==> src/hw/rtl/line_highest_cell_search_defines.svh <==
// Assertion macros for the line highest-cell search block.
`ifndef LINE_HIGHEST_CELL_SEARCH_DEFINES_SVH
`define LINE_HIGHEST_CELL_SEARCH_DEFINES_SVH
`ifndef SYNTHESIS
`define LHCS_ASSERT_IMPL(lbl, ante, cons, msg) \
  lbl: assert property (@(posedge clk) disable iff (rst) (ante) |-> (cons)) else $error(msg);
`define LHCS_ASSERT_NEXT(lbl, ante, cons, msg) \
  lbl: assert property (@(posedge clk) disable iff (rst) (ante) |=> (cons)) else $error(msg);
`else
`define LHCS_ASSERT_IMPL(lbl, ante, cons, msg)
`define LHCS_ASSERT_NEXT(lbl, ante, cons, msg)
`endif
`endif

==> src/hw/rtl/lhcs_pkg.sv <==
// Types and constants shared by the line highest-cell search modules.
package lhcs_pkg;

  localparam int COORD_W  = 9;
  localparam int DIM_W    = 10;
  localparam int HEIGHT_W = 8;
  localparam int ERR_W    = 11;

  localparam logic ACT_WRITE = 1'b0;
  localparam logic ACT_QUERY = 1'b1;

  localparam logic CFG_MAP_WIDTH  = 1'b0;
  localparam logic CFG_MAP_HEIGHT = 1'b1;

  typedef struct packed {
    logic                action;
    logic [COORD_W-1:0]  cell_col;
    logic [COORD_W-1:0]  cell_row;
    logic [HEIGHT_W-1:0] cell_height;
    logic [COORD_W-1:0]  start_x;
    logic [COORD_W-1:0]  start_y;
    logic [COORD_W-1:0]  end_x;
    logic [COORD_W-1:0]  end_y;
  } in_beat_t;

  typedef struct packed {
    logic                found;
    logic [HEIGHT_W-1:0] peak_height;
    logic [COORD_W-1:0]  peak_x;
    logic [COORD_W-1:0]  peak_y;
  } out_beat_t;

  typedef struct packed {
    logic               en;
    logic [COORD_W-1:0] col;
    logic [DIM_W-1:0]   row;
  } rd_req_t;

  typedef struct packed {
    logic idle;
    logic done;
  } walk_stat_t;

endpackage

==> src/hw/rtl/lhcs_walk.sv <==
// Line walk sequencer: one Bresenham step unit, cell reads and peak compare.
module lhcs_walk import lhcs_pkg::*; (
  input  logic                clk,
  input  logic                rst,
  input  logic                start,
  input  in_beat_t            beat,
  input  logic [DIM_W-1:0]    map_width,
  input  logic [DIM_W-1:0]    map_height,
  input  logic                take,
  output walk_stat_t          stat,
  output rd_req_t             rd,
  input  logic [HEIGHT_W-1:0] rd_data,
  output out_beat_t           result
);

  typedef enum logic [2:0] {S_IDLE, S_STEP, S_VISIT, S_DRAIN, S_DONE} state_t;

  state_t              state;
  logic                ymaj;
  logic                maj_neg;
  logic                min_neg;
  logic [COORD_W-1:0]  maj;
  logic [COORD_W-1:0]  mnr;
  logic [DIM_W-1:0]    a2;
  logic [DIM_W-1:0]    b2;
  logic [ERR_W-1:0]    err;
  logic [ERR_W-1:0]    prev;
  logic [COORD_W-1:0]  cnt;
  logic [COORD_W-1:0]  pt_x [3];
  logic [COORD_W-1:0]  pt_y [3];
  logic [1:0]          pt_last;
  logic [1:0]          idx;
  logic                pend;
  logic [COORD_W-1:0]  pend_x;
  logic [COORD_W-1:0]  pend_y;
  logic [HEIGHT_W-1:0] best_h;
  logic [COORD_W-1:0]  best_x;
  logic [COORD_W-1:0]  best_y;

  // start setup
  logic               dx_neg, dy_neg, ymaj_s;
  logic [COORD_W-1:0] adx, ady, a_s, b_s;

  always_comb begin
    dx_neg = beat.end_x < beat.start_x;
    dy_neg = beat.end_y < beat.start_y;
    adx    = dx_neg ? beat.start_x - beat.end_x : beat.end_x - beat.start_x;
    ady    = dy_neg ? beat.start_y - beat.end_y : beat.end_y - beat.start_y;
    ymaj_s = ady >= adx;
    a_s    = ymaj_s ? ady : adx;
    b_s    = ymaj_s ? adx : ady;
  end

  // step unit
  logic [COORD_W-1:0] maj_n, mnr_n, mnr_m;
  logic [ERR_W-1:0]   e1, e2, esum;
  logic               diag;
  logic [COORD_W-1:0] ca_x, ca_y, cb_x, cb_y, cm_x, cm_y;
  logic [COORD_W-1:0] st_x [3];
  logic [COORD_W-1:0] st_y [3];
  logic [1:0]         st_last;

  always_comb begin
    maj_n = maj_neg ? maj - COORD_W'(1) : maj + COORD_W'(1);
    mnr_n = min_neg ? mnr - COORD_W'(1) : mnr + COORD_W'(1);
    e1    = err + ERR_W'(b2);
    diag  = e1 > ERR_W'(a2);
    e2    = e1 - ERR_W'(a2);
    esum  = e2 + prev;
    mnr_m = diag ? mnr_n : mnr;
    ca_x  = ymaj ? mnr : maj_n;
    ca_y  = ymaj ? maj_n : mnr;
    cb_x  = ymaj ? mnr_n : maj;
    cb_y  = ymaj ? maj : mnr_n;
    cm_x  = ymaj ? mnr_m : maj_n;
    cm_y  = ymaj ? maj_n : mnr_m;
    st_x[0] = cm_x;
    st_y[0] = cm_y;
    st_x[1] = cm_x;
    st_y[1] = cm_y;
    st_x[2] = cm_x;
    st_y[2] = cm_y;
    st_last = 2'd0;
    priority if (!diag) begin
      st_last = 2'd0;
    end else if (esum < ERR_W'(a2)) begin
      st_x[0] = ca_x;
      st_y[0] = ca_y;
      st_last = 2'd1;
    end else if (esum > ERR_W'(a2)) begin
      st_x[0] = cb_x;
      st_y[0] = cb_y;
      st_last = 2'd1;
    end else begin
      st_x[0] = ca_x;
      st_y[0] = ca_y;
      st_x[1] = cb_x;
      st_y[1] = cb_y;
      st_last = 2'd2;
    end
  end

  // visit address
  logic [COORD_W-1:0] vx, vy;
  logic               in_map;

  always_comb begin
    vx     = pt_x[idx];
    vy     = pt_y[idx];
    in_map = ({1'b0, vx} < map_width) && (vy != '0) && ({1'b0, vy} <= map_height);
    rd.en  = (state == S_VISIT) && in_map;
    rd.col = vx;
    rd.row = map_height - {1'b0, vy};
  end

  always_ff @(posedge clk) begin
    if (rst) begin
      state  <= S_IDLE;
      pend   <= 1'b0;
      best_h <= '0;
      best_x <= '0;
      best_y <= '0;
    end else begin
      pend <= 1'b0;
      if (pend && (rd_data > best_h)) begin
        best_h <= rd_data;
        best_x <= pend_x;
        best_y <= pend_y;
      end
      unique case (state)
        S_IDLE: begin
          if (start) begin
            best_h  <= '0;
            best_x  <= '0;
            best_y  <= '0;
            ymaj    <= ymaj_s;
            maj_neg <= ymaj_s ? dy_neg : dx_neg;
            min_neg <= ymaj_s ? dx_neg : dy_neg;
            maj     <= ymaj_s ? beat.start_y : beat.start_x;
            mnr     <= ymaj_s ? beat.start_x : beat.start_y;
            a2      <= {a_s, 1'b0};
            b2      <= {b_s, 1'b0};
            err     <= ERR_W'(a_s);
            prev    <= ERR_W'(a_s);
            cnt     <= a_s;
            if (beat.action == ACT_QUERY && a_s != '0) begin
              state <= S_STEP;
            end else begin
              state <= S_DONE;
            end
          end
        end
        S_STEP: begin
          maj     <= maj_n;
          mnr     <= mnr_m;
          err     <= diag ? e2 : e1;
          prev    <= diag ? e2 : e1;
          cnt     <= cnt - COORD_W'(1);
          pt_x    <= st_x;
          pt_y    <= st_y;
          pt_last <= st_last;
          idx     <= 2'd0;
          state   <= S_VISIT;
        end
        S_VISIT: begin
          pend   <= in_map;
          pend_x <= vx;
          pend_y <= vy;
          if (idx == pt_last) begin
            state <= (cnt == '0) ? S_DRAIN : S_STEP;
          end else begin
            idx <= idx + 2'd1;
          end
        end
        S_DRAIN: begin
          state <= S_DONE;
        end
        S_DONE: begin
          if (take) begin
            state <= S_IDLE;
          end
        end
        default: begin
          state <= S_IDLE;
        end
      endcase
    end
  end

  assign stat.idle          = (state == S_IDLE);
  assign stat.done          = (state == S_DONE);
  assign result.found       = (best_h != '0);
  assign result.peak_height = best_h;
  assign result.peak_x      = best_x;
  assign result.peak_y      = best_y;

endmodule

==> config.mk <==
export PLATFORM = sky130hd
export DESIGN_NAME = lhcs_walk
export DESIGN_NICKNAME = d
export VERILOG_FILES = /design/src/hw/rtl/line_highest_cell_search_defines.svh /design/src/hw/rtl/lhcs_pkg.sv /design/src/hw/rtl/lhcs_walk.sv
export SDC_FILE = /design/constraint.sdc
export NUM_CORES = 1
export LEC_CHECK = 0
export ABC_AREA = 1
export BUFFER_PORTS_ARGS = -buffer_cell sky130_fd_sc_hd__buf_4
export CAP_MARGIN = 20
export CORE_MARGIN = 1
export CORE_UTILIZATION = 55
export CTS_CLUSTER_SIZE = 14
export DETAILED_ROUTE_END_ITERATION = 6
export PLACE_DENSITY = 0.89
export SETUP_SLACK_MARGIN = 0.2
export SLEW_MARGIN = 20
export SYNTH_ARGS = -nofsm -noshare
export SYNTH_HDL_FRONTEND = slang
export SYNTH_SLANG_ARGS = --single-unit
==> constraint.sdc <==
create_clock -name clk -period 5.3 [get_ports clk]
set_input_delay 0.265 -clock clk [delete_from_list [all_inputs] [get_ports clk]]
set_output_delay 0.265 -clock clk [all_outputs]
set_load 0.02 [all_outputs]
==> results.json, run 1 <==
{
  "p_total_w": 0.0114,
  "synth_edf_count": 135,
  "vias": 12700,
  "ys_seq_elements": 165,
  "n_antenna_cell": 0,
  "cts_buffers": 17,
  "seq_area_sq_um": 4650,
  "max-slew-margin-rel_pct": 31.5,
  "yosysWarnings": 0,
  "tightest_slew_ns": 1.02,
  "min_path_cells": 2,
  "path_clk_slew_ns": 0.08,
  "cts_tree": "built",
  "syn_inst": 1788,
  "drt.antenna.violating_nets": 0,
  "grt_start_max_net_pins": 57,
  "hold_violations": 0,
  "die-area_sq_um": 24900,
  "grt_pass1_wl_um": 56900,
  "p_sw_share_pct": 50.6,
  "ctsHtreeMaxLevel": 4,
  "clockPowerShare_pct": 11.4,
  "multiInputGateArea_sq_um": 7750,
  "nets": 2135,
  "cp.arrival_ns": 5.45,
  "fillers": 1800,
  "stdcell_count": 2242,
  "power_density_nw_per_um2": 730,
  "wirelength_um": 35500,
  "cp_slowest_cell": "fa_2",
  "ios": 144,
  "mostFrequentLayoutCells": "475 x nand2_1, 248 x inv_1, 165 x nor2_1",
  "seq_area_frac_synth_pct": 34.9,
  "status": "complete, no violations",
  "die_h_um": 158,
  "fin_crit_ns": 5.17,
  "fmax_mhz": 193,
  "grt_pass1_vias": 12000,
  "slowest_delay_ns": 0.40,
  "numPortBuffers": 117,
  "grt.total_usage_pct": 29.0,
  "clk_path_buf_depth": 2,
  "synth_ff_type": "edfxtp_1",
  "cts-hold-fix-buffers": 0,
  "via_per_inst": 5.64,
  "initial_core_util_pct": 56.4,
  "route.detailed.drc": 0,
  "power_switching_w": 0.00576,
  "wl_per_cell_um": 15.8,
  "antenna_found_initial": 0,
  "area_growth_pct": 17.1,
  "rows": 56,
  "fin_crit_sh_pct": 97.5,
  "path_class": "reg -> reg",
  "dp_cells": 2198,
  "avgSynthCellArea_sq_um": 7.45,
  "reg2reg_depth": 31,
  "clock-sinks": 165,
  "intPower_w": 0.00563,
  "syn-cell-area_sq_um": 13300,
  "fp.dieW_um": 158,
  "firstDrtPassIters": 6,
  "maxCapViolCount": 0,
  "min_path_type": "in -> reg",
  "drive_gt1_share_pct": 14.3,
  "yosysUniqueCellTypes": 56,
  "fin_area_sq_um": 15600,
  "required_ns": 5.58,
  "cp-start-kind": "flip-flop",
  "end_kind": "flip-flop",
  "first_iter_violations": 1273,
  "synth.net_count": 2013,
  "fin_worst_skew_ns": 0.0145,
  "synthArstFlopShare_pct": 0,
  "seq_power_share_pct": 17.9,
  "mostFrequentLayoutCell": "nand2_1",
  "setup_viol": 0,
  "gp_congestion": 0.920,
  "core_area_sq_um": 23600,
  "p_leak_nw": 7.50,
  "rsz0062_at_grt": "yes",
  "critPathMaxFanout": 7,
  "pwr-share-comb_pct": 70.7,
  "vdd_drop_max_uv": 719,
  "placed_area_sq_um": 14600,
  "cts_root_buffer": "clkbuf_16",
  "insertion_delay_ns": 0.44,
  "dp_hpwl_um": 26000,
  "gr-total-overflow": 0,
  "drv_slew": 0
}
[metrics by stage]
step | util (%) | setup WS, ns | TNS, ns | hold slack, ns
finish | 66.1 | 0.130 | 0 | 0.0795
floorplan | - | 0.233 | 0 | 0.429
global route | 66.1 | -0.0879 | -1.07 | 0.0718
detailed placement | 61.7 | 0.00611 | 0 | 0.479
CTS | 65.0 | 0.241 | 0 | 0.0640
global placement | 61.7 | 0.254 | 0 | 0.480
[registers in the layout, indices dropped and copies added (netlist names)]
name     flops
pend_x       9
best_x       9
best_y       9
pt_last      2
best_h       8
idx          2
cnt          9
mnr          9
pend         1
b2           9
maj_neg      1
maj          9
pt_y        27
prev        11
state        3
min_neg      1
pend_y       9
pt_x        27
ymaj         1
a2           9
[per-layer routing]
layer	GRT usage (%)	vias to the layer above	part of all wire, %
li1	-	6137	-
met5	0	-	0
met3	4.11	81	7.5
met2	50.5	639	49
met4	12.4	0	2.9
met1	35.8	5798	41
[kinds of logic (layout without fill, tap and decap cells)]
family                   after synthesis  in the layout  share of synthesized area (%)
buffers and inverters                311            444                           9.13
AO/OA/AOI/OAI                        272            272                           12.1
XOR/XNOR                              71             71                           5.15
flip-flops                           165            165                           34.9
adder cells (fa/ha/maj)              130            130                           12.8
AND/OR/NAND/NOR                      839            841                           26.0
[cell type report]
| type | count | area share [%] |
|---|---|---|
| clock buffers | 17 | 2.73 |
| inverters | 262 | 6.38 |
| well taps | 319 | 2.56 |
| multi-input cells | 1314 | 49.7 |
| repair buffers | 148 | 7.35 |
| repair inverters | 2 | 0.128 |
| flip-flops and latches | 165 | 29.8 |
| clock inverters | 15 | 1.34 |
[power groups by stage]
stage	clock (W)	sequential [W]	combinational (W)
after floorplan	0	0.00202	0.00534
after global placement	0	0.00204	0.00681
after detailed placement	0	0.00205	0.00708
after CTS	0.00130	0.00203	0.00732
after global routing	0.00136	0.00205	0.00888
final	0.00130	0.00204	0.00805
[repair_timing]
action	in CTS	in global routing
gates resized for setup	17	57
setup buffers	4	3
gates cloned	4	0
pin swaps	5	25
endpoints found under the setup margin	36	38
[critical path: cells and delay by family (launching register included)]
| family | cells | cell delay [ns] |
|---|---|---|
| compound gates | 5 | 0.88 |
| xor+xnor | 3 | 0.37 |
| fa+ha+maj | 5 | 1.55 |
| buf+inv | 5 | 0.42 |
| flops | 1 | 0.36 |
| simple gates | 13 | 1.40 |
[synth_stat cells (2+ instances only)]
cell type	instances	area, sq um
a21oi_1	77	385
a22o_1	2	17.5
buf_6	2	22.5
o31a_1	2	17.5
buf_2	9	45.0
nor2_1	183	687
dfxtp_1	30	601
nand3_1	98	490
o21bai_2	2	22.5
or2_2	6	37.5
nor3_1	29	145
edfxtp_1	135	4050
nand3b_1	4	30.0
inv_2	4	15.0
nor2_2	2	12.5
inv_1	253	950
a31oi_1	4	25.0
nand3_2	3	30.0
nor4_1	7	43.8
o21a_1	3	22.5
nand4_1	17	106
nand2_1	483	1810
xor2_4	2	55.1
o21ai_1	16	80.1
a211oi_1	8	60.1
clkinv_1	3	11.3
buf_1	3	11.3
ha_1	120	1500
clkbuf_1	33	124
a21o_1	4	30.0
xor2_1	46	403
o31ai_1	9	67.6
o21ai_0	96	480
o211ai_1	27	203
o21bai_1	7	52.6
nand2_4	3	33.8
fa_1	10	200
xnor2_1	21	184
o21ai_2	5	43.8
a22oi_1	4	30.0
[final timing paths]
check | startpoint | end | slack [ns]
worst max-delay path | prev[1] | pt_x[12] | 0.13
worst min-delay path | rst | state[1] | 0.08
worst max register to register | prev[1] | pt_x[12] | 0.13
worst min register to register | best_x[5] | best_x[5] | 0.49
(Power assumes the default switching activity.)
==> run 2, diff against run 1 <==
Settings changed: CORE_UTILIZATION 55 to 30, PLACE_DENSITY 0.89 to 0.59.
==> results.json, run 2 (synthesized netlist as in run 1, its figures left out) <==
{
  "status": "complete, no violations",
  "gr-total-overflow": 0,
  "critPathMaxFanout": 7,
  "fin_crit_sh_pct": 94.0,
  "path_clk_slew_ns": 0.08,
  "drt.antenna.violating_nets": 0,
  "whs_endpoint": "state[0]",
  "wirelength_um": 37300,
  "p_leak_nw": 7.57,
  "cp-start-kind": "flip-flop",
  "fp.dieW_um": 213,
  "dp_hpwl_um": 28900,
  "use_met3_pct": 1.97,
  "critical_path.top_delay_family": "adder cells",
  "clk_path_buf_depth": 2,
  "min_path_type": "in -> reg",
  "rows": 76,
  "pwr-share-comb_pct": 71.2,
  "core_area_sq_um": 43500,
  "r2r_end": "pt_x[14]",
  "ios": 144,
  "fin_worst_skew_ns": 0.0177,
  "rsz0062_at_grt": "yes",
  "firstDrtPassIters": 5,
  "vdd_drop_max_uv": 674,
  "setup_viol": 0,
  "path_class": "reg -> reg",
  "p_sw_share_pct": 49.5,
  "route.detailed.drc": 0,
  "die-area_sq_um": 45300,
  "gp_congestion": 0.920,
  "reg2reg_depth": 30,
  "drive_gt1_share_pct": 14.2,
  "n_antenna_cell": 0,
  "insertion_delay_ns": 0.45,
  "grt_pass1_vias": 11400,
  "maxCapViolCount": 0,
  "clock-sinks": 165,
  "grtUsageMet1_pct": 22.6,
  "numPortBuffers": 117,
  "antenna_found_initial": 0,
  "grt_start_max_net_pins": 57,
  "cp.arrival_ns": 5.18,
  "clockPowerShare_pct": 11.2,
  "hold_violations": 0,
  "r2r-start": "prev[1]",
  "cts-hold-fix-buffers": 0,
  "min_path_cells": 2,
  "busiest_layer": "met2",
  "ctsHtreeMaxLevel": 4,
  "fmax_mhz": 201,
  "fin_crit_ns": 4.98,
  "vias": 12200,
  "grt_pass1_wl_um": 58900,
  "required_ns": 5.50,
  "slowest_delay_ns": 0.38,
  "mostFrequentLayoutCell": "nand2_1",
  "tightest_slew_ns": 1.00,
  "mostFrequentLayoutCells": "483 x nand2_1, 250 x inv_1, 164 x nor2_1",
  "first_iter_violations": 853,
  "end_kind": "flip-flop",
  "whs_ns": 0.0839,
  "seq_power_share_pct": 17.6,
  "crit_buf_inv": 6,
  "met2_usage_pct": 26.9,
  "area_growth_pct": 20.0,
  "die_h_um": 213,
  "nets": 2152,
  "worst_hold_startpoint": "rst",
  "max-slew-margin-rel_pct": 32.9,
  "fin_util_pct": 36.8,
  "cts_tree": "built",
  "wl_per_cell_um": 14.8,
  "power_switching_w": 0.00572,
  "crit_top_cell": "ha_1",
  "reg2reg_slack_ns": 0.32,
  "grt.total_usage_pct": 16.5,
  "intPower_w": 0.00583,
  "via_per_inst": 4.82,
  "initial_core_util_pct": 30.7,
  "drv_slew": 0,
  "cts_buffers": 17,
  "cp_slowest_cell": "fa_2",
  "cts_root_buffer": "clkbuf_16",
  "largestRegisters": "pt_x x27, pt_y x27, prev x11",
  "power_density_nw_per_um2": 722
}
[run 2: cell count changes in the layout (fill, tap and decap cells not counted), moves of 3 or more]
cell,change
a21oi_1,+3
nand2_2,-6
buf_4,+17
inv_8,+3
inv_12,-3
ha_1,+3
a21oi_2,-3
inv_6,-3
ha_4,-4
nand2_1,+8
nor2_4,+6
nor2_2,-5
[run 2: timing repair]
| item | in CTS | in global routing |
|---|---|---|
| resized for setup | 10 | 51 |
| endpoints found under the hold margin | 0 | 0 |
| setup endpoints to repair | 16 | 38 |
| gates cloned | 2 | 3 |
| buffers inserted | 7 | 10 |
| pin swaps | 7 | 32 |
[run 2: power groups by stage]
stage / Clock (W) / Combinational (W) / Sequential (W)
floorplan: 0 / 0.00534 / 0.00202
global placement: 0 / 0.00717 / 0.00205
global route: 0.00137 / 0.00910 / 0.00205
detailed placement: 0 / 0.00734 / 0.00206
CTS: 0.00133 / 0.00760 / 0.00203
finish: 0.00130 / 0.00823 / 0.00203
[run 2: worst max-delay path by stage]
stage                     startpoint  endpoint  cells after the start
after floorplan              prev[1]  pt_x[16]                     30
after global placement         b2[1]  pt_x[13]                     30
after detailed placement     prev[1]  pt_y[10]                     30
after CTS                    prev[3]  pt_x[10]                     26
after global routing         prev[1]  pt_x[14]                     30
final                        prev[1]  pt_x[14]                     30
[run 2: worst register-to-register path: cells and delay by family, from the launching register on]
family | cells | cell delay [ns]
fa+ha+maj | 5 | 1.48
compound gates | 6 | 0.97
simple gates | 10 | 0.87
buf+inv | 6 | 0.59
xor+xnor | 3 | 0.44
flops | 1 | 0.36
[run 2: layout make-up]
type,instances,area [sq um]
clock buffer,18,450
clock inverter,14,170
fill,4486,27500
inverter,262,1000
multi-input combinational,1315,7700
sequential,165,4650
tap,585,732
timing repair buffer,164,1260
timing repair inverter,2,20.0
[run 2: per-layer routing]
layer,routed length [um],vias up
met2,17200,336
met4,669,0
met1,17700,5630
met3,1680,44
met5,0,-
li1,-,6157
[run 2: through the flow]
step / instances / power [W] / area (sq um) / worst slack, ns / setup TNS (ns)
2_1_floorplan: 1788 / 0.00736 / 13300 / 0.233 / 0
3_3_place_gp: 2471 / 0.00923 / 15000 / 0.173 / 0
3_5_place_dp: 2471 / 0.00940 / 15000 / 0.175 / 0
4_1_cts: 2512 / 0.0110 / 15700 / 0.206 / 0
5_1_grt: 2525 / 0.0125 / 16000 / -0.000262 / -0.000262
6_report: 2525 / 0.0116 / 16000 / 0.316 / 0
